## config.mk

```make
export PLATFORM = sky130hd
export DESIGN_NAME = motion_command_word_parser_core
export DESIGN_NICKNAME = d
export VERILOG_FILES = /design/src/sv/mcwp_pkg.sv /design/src/sv/mcwp_axis_eval.sv /design/src/sv/mcwp_cmd_store.sv /design/src/sv/motion_command_word_parser_core.sv
export SDC_FILE = /design/constraint.sdc
export NUM_CORES = 1
export LEC_CHECK = 0
export BUFFER_PORTS_ARGS = -buffer_cell sky130_fd_sc_hd__buf_2
export CORE_MARGIN = 2
export CORE_UTILIZATION = 59
export DETAILED_ROUTE_END_ITERATION = 6
export PLACE_DENSITY_LB_ADDON = 0.08
export SETUP_SLACK_MARGIN = 0.3
export SYNTH_ARGS = -nofsm -noshare
export SYNTH_HDL_FRONTEND = slang
export SYNTH_SLANG_ARGS = --single-unit
export TNS_END_PERCENT = 100
```

## constraint.sdc

```tcl
create_clock -name aclk -period 8.03 [get_ports aclk]
set_input_delay 0.4015 -clock aclk [delete_from_list [all_inputs] [get_ports aclk]]
set_output_delay 0.4015 -clock aclk [all_outputs]
set_load 0.01 [all_outputs]
```

## src/sv/mcwp_pkg.sv

```systemverilog
// ----------------------------------------------------------------------------
// mcwp_pkg
// Shared types and constants for the motion command word parser: character
// codes, field selects, status and axis codes, and register indexes.
// ----------------------------------------------------------------------------
package mcwp_pkg;

    localparam int FIELD_LEN = 6;
    localparam int NUM_AXES  = 3;
    localparam int VAL_W     = 17;

    typedef logic [3:0]       code_t;
    typedef logic [VAL_W-1:0] val_t;
    typedef logic [FIELD_LEN-1:0][3:0] axis_codes_t;

    // Stored character codes.
    localparam code_t CODE_DOT   = 4'd10;
    localparam code_t CODE_EMPTY = 4'd15;

    // Field select codes.
    localparam logic [2:0] FIELD_NONE = 3'd0;
    localparam logic [2:0] FIELD_X    = 3'd1;
    localparam logic [2:0] FIELD_Y    = 3'd2;
    localparam logic [2:0] FIELD_Z    = 3'd3;
    localparam logic [2:0] FIELD_F    = 3'd4;

    // Result status codes.
    localparam logic [2:0] STATUS_OK       = 3'd0;
    localparam logic [2:0] STATUS_CANCEL   = 3'd1;
    localparam logic [2:0] STATUS_BAD_CHAR = 3'd2;
    localparam logic [2:0] STATUS_BAD_NUM  = 3'd3;
    localparam logic [2:0] STATUS_LIMIT    = 3'd4;

    // Error axis codes.
    localparam logic [1:0] AXIS_X = 2'd0;
    localparam logic [1:0] AXIS_Y = 2'd1;
    localparam logic [1:0] AXIS_Z = 2'd2;
    localparam logic [1:0] AXIS_F = 2'd3;

    // Configuration register indexes.
    localparam logic [2:0] REG_X_LIMIT = 3'd0;
    localparam logic [2:0] REG_Y_LIMIT = 3'd1;
    localparam logic [2:0] REG_Z_LIMIT = 3'd2;
    localparam logic [2:0] REG_X_HOLD  = 3'd3;
    localparam logic [2:0] REG_Y_HOLD  = 3'd4;
    localparam logic [2:0] REG_Z_HOLD  = 3'd5;

    localparam val_t LIMIT_RESET = 17'd99999;

    // ASCII bytes of interest.
    localparam logic [7:0] ASCII_CR    = 8'h0D;
    localparam logic [7:0] ASCII_ETX   = 8'h03;
    localparam logic [7:0] ASCII_SPACE = 8'h20;
    localparam logic [7:0] ASCII_DOT   = 8'h2E;
    localparam logic [7:0] ASCII_0     = 8'h30;
    localparam logic [7:0] ASCII_9     = 8'h39;
    localparam logic [7:0] ASCII_X_UP  = 8'h58;
    localparam logic [7:0] ASCII_X_LO  = 8'h78;
    localparam logic [7:0] ASCII_Y_UP  = 8'h59;
    localparam logic [7:0] ASCII_Y_LO  = 8'h79;
    localparam logic [7:0] ASCII_Z_UP  = 8'h5A;
    localparam logic [7:0] ASCII_Z_LO  = 8'h7A;
    localparam logic [7:0] ASCII_F_UP  = 8'h46;
    localparam logic [7:0] ASCII_F_LO  = 8'h66;

    // Event raised by the byte handler for the result stage.
    typedef struct packed {
        logic       finish;
        logic       error;
        logic [2:0] status;
        logic [1:0] axis;
    } byte_evt_t;

    // Outcome of one axis at end of command.
    typedef struct packed {
        logic bad;
        logic over;
        val_t val;
    } axis_res_t;

endpackage

```

## src/sv/mcwp_axis_eval.sv

```systemverilog
// ----------------------------------------------------------------------------
// mcwp_axis_eval
// Checks the six stored characters of one axis against the accepted number
// shapes, converts the value to mils and compares it with the axis limit.
// ----------------------------------------------------------------------------
module mcwp_axis_eval (
    input  mcwp_pkg::axis_codes_t codes,
    input  mcwp_pkg::val_t        limit,
    input  mcwp_pkg::val_t        hold,
    output mcwp_pkg::axis_res_t   res
);

    function automatic logic is_dig(input mcwp_pkg::code_t c);
        return c <= 4'd9;
    endfunction

    function automatic logic dig_or_empty(input mcwp_pkg::code_t c);
        return (c <= 4'd9) || (c == mcwp_pkg::CODE_EMPTY);
    endfunction

    function automatic mcwp_pkg::val_t dval(input mcwp_pkg::code_t c);
        return (c <= 4'd9) ? mcwp_pkg::val_t'(c) : '0;
    endfunction

    logic           tail3;
    logic           rest_empty;
    logic           empty_axis;
    logic           shape_ok;
    mcwp_pkg::val_t mils;

    always_comb begin
        tail3 = dig_or_empty(codes[3]) && dig_or_empty(codes[4]) && dig_or_empty(codes[5]);
        rest_empty = (codes[2] == mcwp_pkg::CODE_EMPTY) && (codes[3] == mcwp_pkg::CODE_EMPTY)
                  && (codes[4] == mcwp_pkg::CODE_EMPTY) && (codes[5] == mcwp_pkg::CODE_EMPTY);
        empty_axis = 1'b0;
        shape_ok   = 1'b1;
        mils       = '0;
        if (codes[0] == mcwp_pkg::CODE_DOT && is_dig(codes[1]) && dig_or_empty(codes[2])
                && tail3) begin
            mils = dval(codes[1]) * 17'd100 + dval(codes[2]) * 17'd10 + dval(codes[3]);
        end else if (is_dig(codes[0]) && codes[1] == mcwp_pkg::CODE_DOT && is_dig(codes[2])
                && tail3) begin
            mils = dval(codes[0]) * 17'd1000 + dval(codes[2]) * 17'd100
                 + dval(codes[3]) * 17'd10 + dval(codes[4]);
        end else if (is_dig(codes[0]) && is_dig(codes[1]) && codes[2] == mcwp_pkg::CODE_DOT
                && tail3) begin
            mils = dval(codes[0]) * 17'd10000 + dval(codes[1]) * 17'd1000
                 + dval(codes[3]) * 17'd100 + dval(codes[4]) * 17'd10 + dval(codes[5]);
        end else if (is_dig(codes[0]) && dig_or_empty(codes[1]) && rest_empty) begin
            // One or two whole digits with no dot.
            mils = dval(codes[0]) * 17'd10000 + dval(codes[1]) * 17'd1000;
            if (codes[1] == mcwp_pkg::CODE_EMPTY) begin
                mils = dval(codes[0]) * 17'd1000;
            end
        end else if (codes[0] == mcwp_pkg::CODE_EMPTY && codes[1] == mcwp_pkg::CODE_EMPTY
                && rest_empty) begin
            empty_axis = 1'b1;
        end else begin
            shape_ok = 1'b0;
        end

        res.bad  = !shape_ok;
        // An axis that was not given takes its hold value and skips the limit check.
        res.over = shape_ok && !empty_axis && (mils > limit);
        if (!shape_ok) begin
            res.val = '0;
        end else if (empty_axis) begin
            res.val = hold;
        end else begin
            res.val = mils;
        end
    end

endmodule

```

## src/sv/mcwp_cmd_store.sv

```systemverilog
// ----------------------------------------------------------------------------
// mcwp_cmd_store
// Per-byte command state: the character store, the selected field, the write
// position and the discard flag. Raises finish and error events.
// ----------------------------------------------------------------------------
module mcwp_cmd_store (
    input  logic                             aclk,
    input  logic                             aresetn,
    input  logic                             byte_accept,
    input  logic [7:0]                       rx_byte,
    output mcwp_pkg::axis_codes_t [2:0]      store,
    output mcwp_pkg::byte_evt_t              evt
);

    mcwp_pkg::axis_codes_t [2:0] store_reg, store_next;
    logic [2:0]                  sel_reg, sel_next;
    logic [2:0]                  idx_reg, idx_next;
    logic                        discard_reg, discard_next;

    logic            is_char;
    mcwp_pkg::code_t code;

    always_comb begin
        is_char = 1'b0;
        code    = mcwp_pkg::CODE_EMPTY;
        if (rx_byte >= mcwp_pkg::ASCII_0 && rx_byte <= mcwp_pkg::ASCII_9) begin
            is_char = 1'b1;
            code    = 4'(rx_byte - mcwp_pkg::ASCII_0);
        end else if (rx_byte == mcwp_pkg::ASCII_DOT) begin
            is_char = 1'b1;
            code    = mcwp_pkg::CODE_DOT;
        end
    end

    always_comb begin
        store_next   = store_reg;
        sel_next     = sel_reg;
        idx_next     = idx_reg;
        discard_next = discard_reg;
        evt          = '0;
        if (byte_accept) begin
            if (discard_reg) begin
                if (rx_byte == mcwp_pkg::ASCII_CR) begin
                    store_next   = {(mcwp_pkg::NUM_AXES*mcwp_pkg::FIELD_LEN){mcwp_pkg::CODE_EMPTY}};
                    sel_next     = mcwp_pkg::FIELD_NONE;
                    idx_next     = '0;
                    discard_next = 1'b0;
                end
            end else if (rx_byte == mcwp_pkg::ASCII_CR) begin
                evt.finish   = 1'b1;
                store_next   = {(mcwp_pkg::NUM_AXES*mcwp_pkg::FIELD_LEN){mcwp_pkg::CODE_EMPTY}};
                sel_next     = mcwp_pkg::FIELD_NONE;
                idx_next     = '0;
            end else if (rx_byte == mcwp_pkg::ASCII_ETX) begin
                evt.error    = 1'b1;
                evt.status   = mcwp_pkg::STATUS_CANCEL;
                evt.axis     = mcwp_pkg::AXIS_X;
                discard_next = 1'b1;
            end else if (rx_byte == mcwp_pkg::ASCII_SPACE) begin
                // Spaces are skipped.
            end else if (rx_byte == mcwp_pkg::ASCII_X_UP || rx_byte == mcwp_pkg::ASCII_X_LO) begin
                sel_next = mcwp_pkg::FIELD_X;
                idx_next = '0;
            end else if (rx_byte == mcwp_pkg::ASCII_Y_UP || rx_byte == mcwp_pkg::ASCII_Y_LO) begin
                sel_next = mcwp_pkg::FIELD_Y;
                idx_next = '0;
            end else if (rx_byte == mcwp_pkg::ASCII_Z_UP || rx_byte == mcwp_pkg::ASCII_Z_LO) begin
                sel_next = mcwp_pkg::FIELD_Z;
                idx_next = '0;
            end else if (rx_byte == mcwp_pkg::ASCII_F_UP || rx_byte == mcwp_pkg::ASCII_F_LO) begin
                sel_next = mcwp_pkg::FIELD_F;
                idx_next = '0;
            end else if (sel_reg != mcwp_pkg::FIELD_NONE) begin
                if (!is_char) begin
                    evt.error    = 1'b1;
                    evt.status   = mcwp_pkg::STATUS_BAD_CHAR;
                    evt.axis     = 2'(sel_reg - 3'd1);
                    discard_next = 1'b1;
                end else if (idx_reg >= 3'(mcwp_pkg::FIELD_LEN)) begin
                    // A seventh character deselects the field.
                    sel_next = mcwp_pkg::FIELD_NONE;
                end else begin
                    for (int f = 0; f < mcwp_pkg::NUM_AXES; f++) begin
                        for (int i = 0; i < mcwp_pkg::FIELD_LEN; i++) begin
                            if (sel_reg == 3'(f + 1) && idx_reg == 3'(i)) begin
                                store_next[f][i] = code;
                            end
                        end
                    end
                    idx_next = 3'(idx_reg + 3'd1);
                end
            end
        end
    end

    always_ff @(posedge aclk) begin
        if (!aresetn) begin
            store_reg   <= {(mcwp_pkg::NUM_AXES*mcwp_pkg::FIELD_LEN){mcwp_pkg::CODE_EMPTY}};
            sel_reg     <= mcwp_pkg::FIELD_NONE;
            idx_reg     <= '0;
            discard_reg <= 1'b0;
        end else begin
            store_reg   <= store_next;
            sel_reg     <= sel_next;
            idx_reg     <= idx_next;
            discard_reg <= discard_next;
        end
    end

    assign store = store_reg;

endmodule

```

## src/sv/motion_command_word_parser_core.sv

```systemverilog
// ----------------------------------------------------------------------------
// motion_command_word_parser_core
// Parses the coordinate words of a motion command one ASCII byte at a time
// and gives one result per command with positions in mils or an error code.
// ----------------------------------------------------------------------------
// Throughput: one byte accepted per cycle; s_ready drops only while a result
// sits in the output register and m_ready is low.
// A result is registered and valid in the cycle after the byte that caused it
// (carriage return, cancel or bad character); it is held in the output register.
// Reset clears the command state and the output valid, and loads the limits
// with 99999 and the hold positions with 0.
module motion_command_word_parser_core (
    input  logic        aclk,
    input  logic        aresetn,
    input  logic        s_valid,
    output logic        s_ready,
    input  logic [7:0]  s_rx_byte,
    output logic        m_valid,
    input  logic        m_ready,
    output logic [2:0]  m_status,
    output logic [1:0]  m_error_axis,
    output logic [16:0] m_x_mils,
    output logic [16:0] m_y_mils,
    output logic [16:0] m_z_mils,
    input  logic        cfg_valid,
    output logic        cfg_ready,
    input  logic [2:0]  cfg_index,
    input  logic [16:0] cfg_data
);

    mcwp_pkg::val_t [2:0] limit_reg;
    mcwp_pkg::val_t [2:0] hold_reg;

    logic                        byte_accept;
    mcwp_pkg::axis_codes_t [2:0] store;
    mcwp_pkg::byte_evt_t         evt;
    mcwp_pkg::axis_res_t [2:0]   res;

    logic       m_valid_reg, m_valid_next;
    logic [2:0] status_reg, status_next;
    logic [1:0] axis_reg, axis_next;
    mcwp_pkg::val_t [2:0] mils_reg, mils_next;

    assign cfg_ready   = 1'b1;
    assign s_ready     = !m_valid_reg || m_ready;
    assign byte_accept = s_valid && s_ready;

    always_ff @(posedge aclk) begin
        if (!aresetn) begin
            limit_reg <= {3{mcwp_pkg::LIMIT_RESET}};
            hold_reg  <= '0;
        end else if (cfg_valid) begin
            unique case (cfg_index)
                mcwp_pkg::REG_X_LIMIT: limit_reg[0] <= cfg_data;
                mcwp_pkg::REG_Y_LIMIT: limit_reg[1] <= cfg_data;
                mcwp_pkg::REG_Z_LIMIT: limit_reg[2] <= cfg_data;
                mcwp_pkg::REG_X_HOLD:  hold_reg[0]  <= cfg_data;
                mcwp_pkg::REG_Y_HOLD:  hold_reg[1]  <= cfg_data;
                mcwp_pkg::REG_Z_HOLD:  hold_reg[2]  <= cfg_data;
                default: ;
            endcase
        end
    end

    mcwp_cmd_store u_store (
        .aclk        (aclk),
        .aresetn     (aresetn),
        .byte_accept (byte_accept),
        .rx_byte     (s_rx_byte),
        .store       (store),
        .evt         (evt)
    );

    for (genvar a = 0; a < mcwp_pkg::NUM_AXES; a++) begin : g_axis
        mcwp_axis_eval u_eval (
            .codes (store[a]),
            .limit (limit_reg[a]),
            .hold  (hold_reg[a]),
            .res   (res[a])
        );
    end

    always_comb begin
        m_valid_next = m_valid_reg && !m_ready;
        status_next  = status_reg;
        axis_next    = axis_reg;
        mils_next    = mils_reg;
        if (evt.error) begin
            m_valid_next = 1'b1;
            status_next  = evt.status;
            axis_next    = evt.axis;
            mils_next    = '0;
        end else if (evt.finish) begin
            m_valid_next = 1'b1;
            status_next  = mcwp_pkg::STATUS_OK;
            axis_next    = mcwp_pkg::AXIS_X;
            mils_next    = {res[2].val, res[1].val, res[0].val};
            // Shape errors win over limit errors; the last failing axis is named.
            if (res[0].bad || res[1].bad || res[2].bad) begin
                status_next = mcwp_pkg::STATUS_BAD_NUM;
                if (res[2].bad) begin
                    axis_next = mcwp_pkg::AXIS_Z;
                end else if (res[1].bad) begin
                    axis_next = mcwp_pkg::AXIS_Y;
                end
            end else if (res[0].over || res[1].over || res[2].over) begin
                status_next = mcwp_pkg::STATUS_LIMIT;
                if (res[2].over) begin
                    axis_next = mcwp_pkg::AXIS_Z;
                end else if (res[1].over) begin
                    axis_next = mcwp_pkg::AXIS_Y;
                end
            end
            if (status_next != mcwp_pkg::STATUS_OK) begin
                mils_next = '0;
            end
        end
    end

    always_ff @(posedge aclk) begin
        if (!aresetn) begin
            m_valid_reg <= 1'b0;
        end else begin
            m_valid_reg <= m_valid_next;
        end
    end

    always_ff @(posedge aclk) begin
        status_reg <= status_next;
        axis_reg   <= axis_next;
        mils_reg   <= mils_next;
    end

    assign m_valid      = m_valid_reg;
    assign m_status     = status_reg;
    assign m_error_axis = axis_reg;
    assign m_x_mils     = mils_reg[0];
    assign m_y_mils     = mils_reg[1];
    assign m_z_mils     = mils_reg[2];

    // A carriage return or an error always presents a result in the next cycle.
    a_event_gives_result: assert property (@(posedge aclk) disable iff (!aresetn)
        (evt.finish || evt.error) |=> m_valid_reg)
        else $error("command event did not produce a result");

    // Only one event can come from one byte.
    a_single_event: assert property (@(posedge aclk) disable iff (!aresetn)
        !(evt.finish && evt.error))
        else $error("finish and error raised together");

    // Failed commands carry no positions.
    a_error_zero_mils: assert property (@(posedge aclk) disable iff (!aresetn)
        (m_valid_reg && status_reg != mcwp_pkg::STATUS_OK) |->
            (mils_reg[0] == '0 && mils_reg[1] == '0 && mils_reg[2] == '0))
        else $error("positions not cleared on a failed command");

    // Success and cancel name no failing axis.
    a_axis_zero: assert property (@(posedge aclk) disable iff (!aresetn)
        (m_valid_reg && (status_reg == mcwp_pkg::STATUS_OK ||
                         status_reg == mcwp_pkg::STATUS_CANCEL)) |->
            (axis_reg == mcwp_pkg::AXIS_X))
        else $error("error axis set on a result without an axis failure");

    // A status code beyond the defined set is never produced.
    a_status_range: assert property (@(posedge aclk) disable iff (!aresetn)
        m_valid_reg |-> (status_reg <= mcwp_pkg::STATUS_LIMIT))
        else $error("undefined status code");

endmodule

```

==> flow_summary.yaml <==
finish:
  areaGrowthSynthToFinish_pct: 13.87
  final_core_util: 0.6788
  largest_reg_flops: 72
  nets: 4203
  design_area_um2: 31470
  final_cells: 4162
  diodes: 0
  drive_gt1_frac: 0.1336
yosys:
  synth_area_leader_cell: "ha_1"
  ys.flop_type: "dfxtp_1"
  syn_inst: 3338
  ys_seq_area_frac: 0.1742
  ys_warn_count: 0
  synth_nets: 4006
  synth_seq_cells: 238
  synth-edff-count: 5
  synth_cell_types: 89
  synth.cell_area_um2: 27630
  yosys.area.top_type_share: 0.2341
  async_reset_ff_frac: 0
  avgSynthCellArea_um2: 8.279
  synth.area.top_cells: "ha_1, dfxtp_1, fa_1"
power:
  p_leak_nw: 16.22
  peakVddDrop_mv: 0.1575
  powerDensity_nw_per_um2: 80.75
critical_path:
  reg2regPathDepth: 37
  critPathMaxFanout: 7
  critPathMostFrequentCell: "ha_4"
  crit_path_top_delay_cell: "fa_2"
  slowest_delay_ns: 0.56
  r2r_start: "u_store.store[53]"
  r2r_end: "m_z_mils[16]"
  cp-end-kind: "flip-flop"
  cp.required_ns: 8.52
  rrSetupSlack_ns: 0.28
  cp-start-kind: "flip-flop"
  criticalPathCategory: "reg2reg"
  cp.arrival_ns: 8.24
floorplan:
  die_y_um: 220.4
  initial_utilization: 0.5961
  io_pins: 92
  die_w_um: 220.4
  die-area_um2: 48590
  placementRows: 79
  core_region_area_um2: 46360
route:
  firstDrtPassIters: 6
  wl_um: 84410
  postRouteAntennaNets: 0
  wl_met2_um: 39760
  top_layer: "met5"
  drc: 0
  vias_per_cell: 5.993
  met3WireLength_um: 4619
  wl_per_cell_um: 20.28
  vias: 24942
  drt_iter0_markers: 1713
  wl_met1_um: 34970
timing:
  setup_viol: 0
  hold_viol_final: 0
  grt_setup_unrepaired: "true"
  report.final.slew_viol_count: 0
  timing.hold.ws_ns: 0.2101
  max-slew-margin-rel: 0.1573
  tns_ns: 0
  clock.fmax_ghz: 0.1290
  worst_slew_pin_slew_ns: 1.261
  layout_min_cycle_time_ns: 7.751
  fin_crit_sh: 0.9652
  fin_skew_ns: 0.04537
placement:
  placed_area_um2: 29510
  hpwl_um: 67370
  gp_congestion: 0.9449
  portBuffers: 90
  placedCellCount: 4085
worst_hold_path:
  hp-start: "cfg_data[0]"
  hold_path_end: "limit_reg[17]"
  holdPathStages: 3
  min_path_type: "in2reg"
grt:
  grt_antenna_before_repair: 3
  grt_pass1_wl_um: 130400
  gr-total-overflow: 0
  grt_pass1_vias: 24559
  grtUsageTotal: 0.3427
  grt_start_max_net_pins: 119
cts:
  cts_tree: "built"
  clkTransAtPathRegs_ns: 0.06
  cts.sinks: 238
  worstSkewPairLatency_ns: 0.57
  cts_root_buffer: "clkbuf_16"
  cts_buffers: 26
  clockBufferDepth: 3
  h-tree-depth: 1
run:
  cap_violations: 0
outcome:
  outcome: "finished, final reports clean"
## kinds of logic after synthesis
kind of cell	Yosys count	share of synthesized area
AND/OR/NAND/NOR	968	0.1632
AO/OA/AOI/OAI	804	0.1928
adder cells (fa/ha/maj)	635	0.3196
buffers and inverters	423	0.06035
flip-flops	238	0.1742
XOR/XNOR	185	0.05913
multiplexers	84	0.03052
other	1	0.0001357
## final cells by class
| cell class | instances | area [µm²] |
|---|---|---|
| Clock buffer | 40 | 763.2 |
| Inverter | 337 | 1265 |
| Clock inverter | 8 | 110.1 |
| Multi-Input combinational cell | 2677 | 21880 |
| Fill cell | 3873 | 14890 |
| Tap cell | 607 | 759.5 |
| Sequential cell | 238 | 4828 |
| Timing Repair Buffer | 255 | 1861 |
## how the worst max path moves through the flow
stage | slack (ns) | to | start
2_1_floorplan | 0.32 | m_y_mils[15] | u_store.store[53]
3_3_place_gp | -0.16 | m_z_mils[16] | u_store.store[55]
3_5_place_dp | -0.49 | m_z_mils[16] | u_store.store[55]
4_1_cts | 0.15 | m_z_mils[16] | u_store.store[54]
5_1_grt | 0.03 | m_error_axis[0] | u_store.store[53]
6_report | 0.28 | m_z_mils[16] | u_store.store[53]
## critical path, delay by kind of cell (launching register included)
kind,cells,cell delay [ns]
AO/OA/AOI/OAI,13,2.28
adder cells (fa/ha/maj),8,2.62
XOR/XNOR,3,0.62
AND/OR/NAND/NOR,8,1.24
flip-flops,1,0.33
buffers and inverters,5,0.58
## cell usage after synthesis (40+ instances only)
cell	instances
o21ai_0	114
dfxtp_1	233
a21boi_0	87
nand2_1	465
a21oi_1	209
inv_1	336
ha_1	517
o211ai_1	48
nor2_1	144
nor2b_1	53
nand3_1	58
clkbuf_1	76
o21ai_2	40
nand2b_1	43
fa_1	118
nor3_1	54
xnor2_1	125
a21o_1	64
mux2i_1	82
xor2_1	59
## placed cells by master, fill, tap and decap left out, types with 51 or more instances in the layout
cell	count
nor2_1	137
a21boi_0	86
buf_4	150
fa_1	115
nor2b_1	51
xor2_1	56
o21ai_0	100
buf_2	89
mux2i_1	82
dfxtp_1	226
xnor2_1	117
a21o_1	64
a21oi_1	200
ha_1	491
nand3_1	55
inv_1	330
nand2_1	464
## power breakdown
part | leakage (nW) | total [mW] | switching (mW) | internal, mW
clock network | 0.421 | 1.23 | 0.507 | 0.720
registers | 1.93 | 1.21 | 0.00764 | 1.20
logic | 13.9 | 0.108 | 0.0753 | 0.0328
## what timing repair did
item | in CTS | in global routing
pin swaps | 83 | 52
resized for setup | 58 | 94
gates cloned | 4 | 0
hold buffers | 0 | 0
buffers inserted | 16 | 9
setup endpoints to repair | 54 | 54
## metal layers
layer / GRT usage / vias up
li1: - / 12036
met1: 0.4250 / 11938
met2: 0.5833 / 738
met3: 0.03959 / 226
met4: 0.1828 / 4
met5: 0 / -
## stage by stage
step | power (mW) | setup slack [ns]
2_1_floorplan | 1.290 | 0.3168
3_3_place_gp | 1.333 | -0.1613
3_5_place_dp | 1.336 | -0.4891
4_1_cts | 2.549 | 0.1533
5_1_grt | 2.612 | 0.02813
6_report | 2.541 | 0.2791
(Power assumes the default switching activity.)
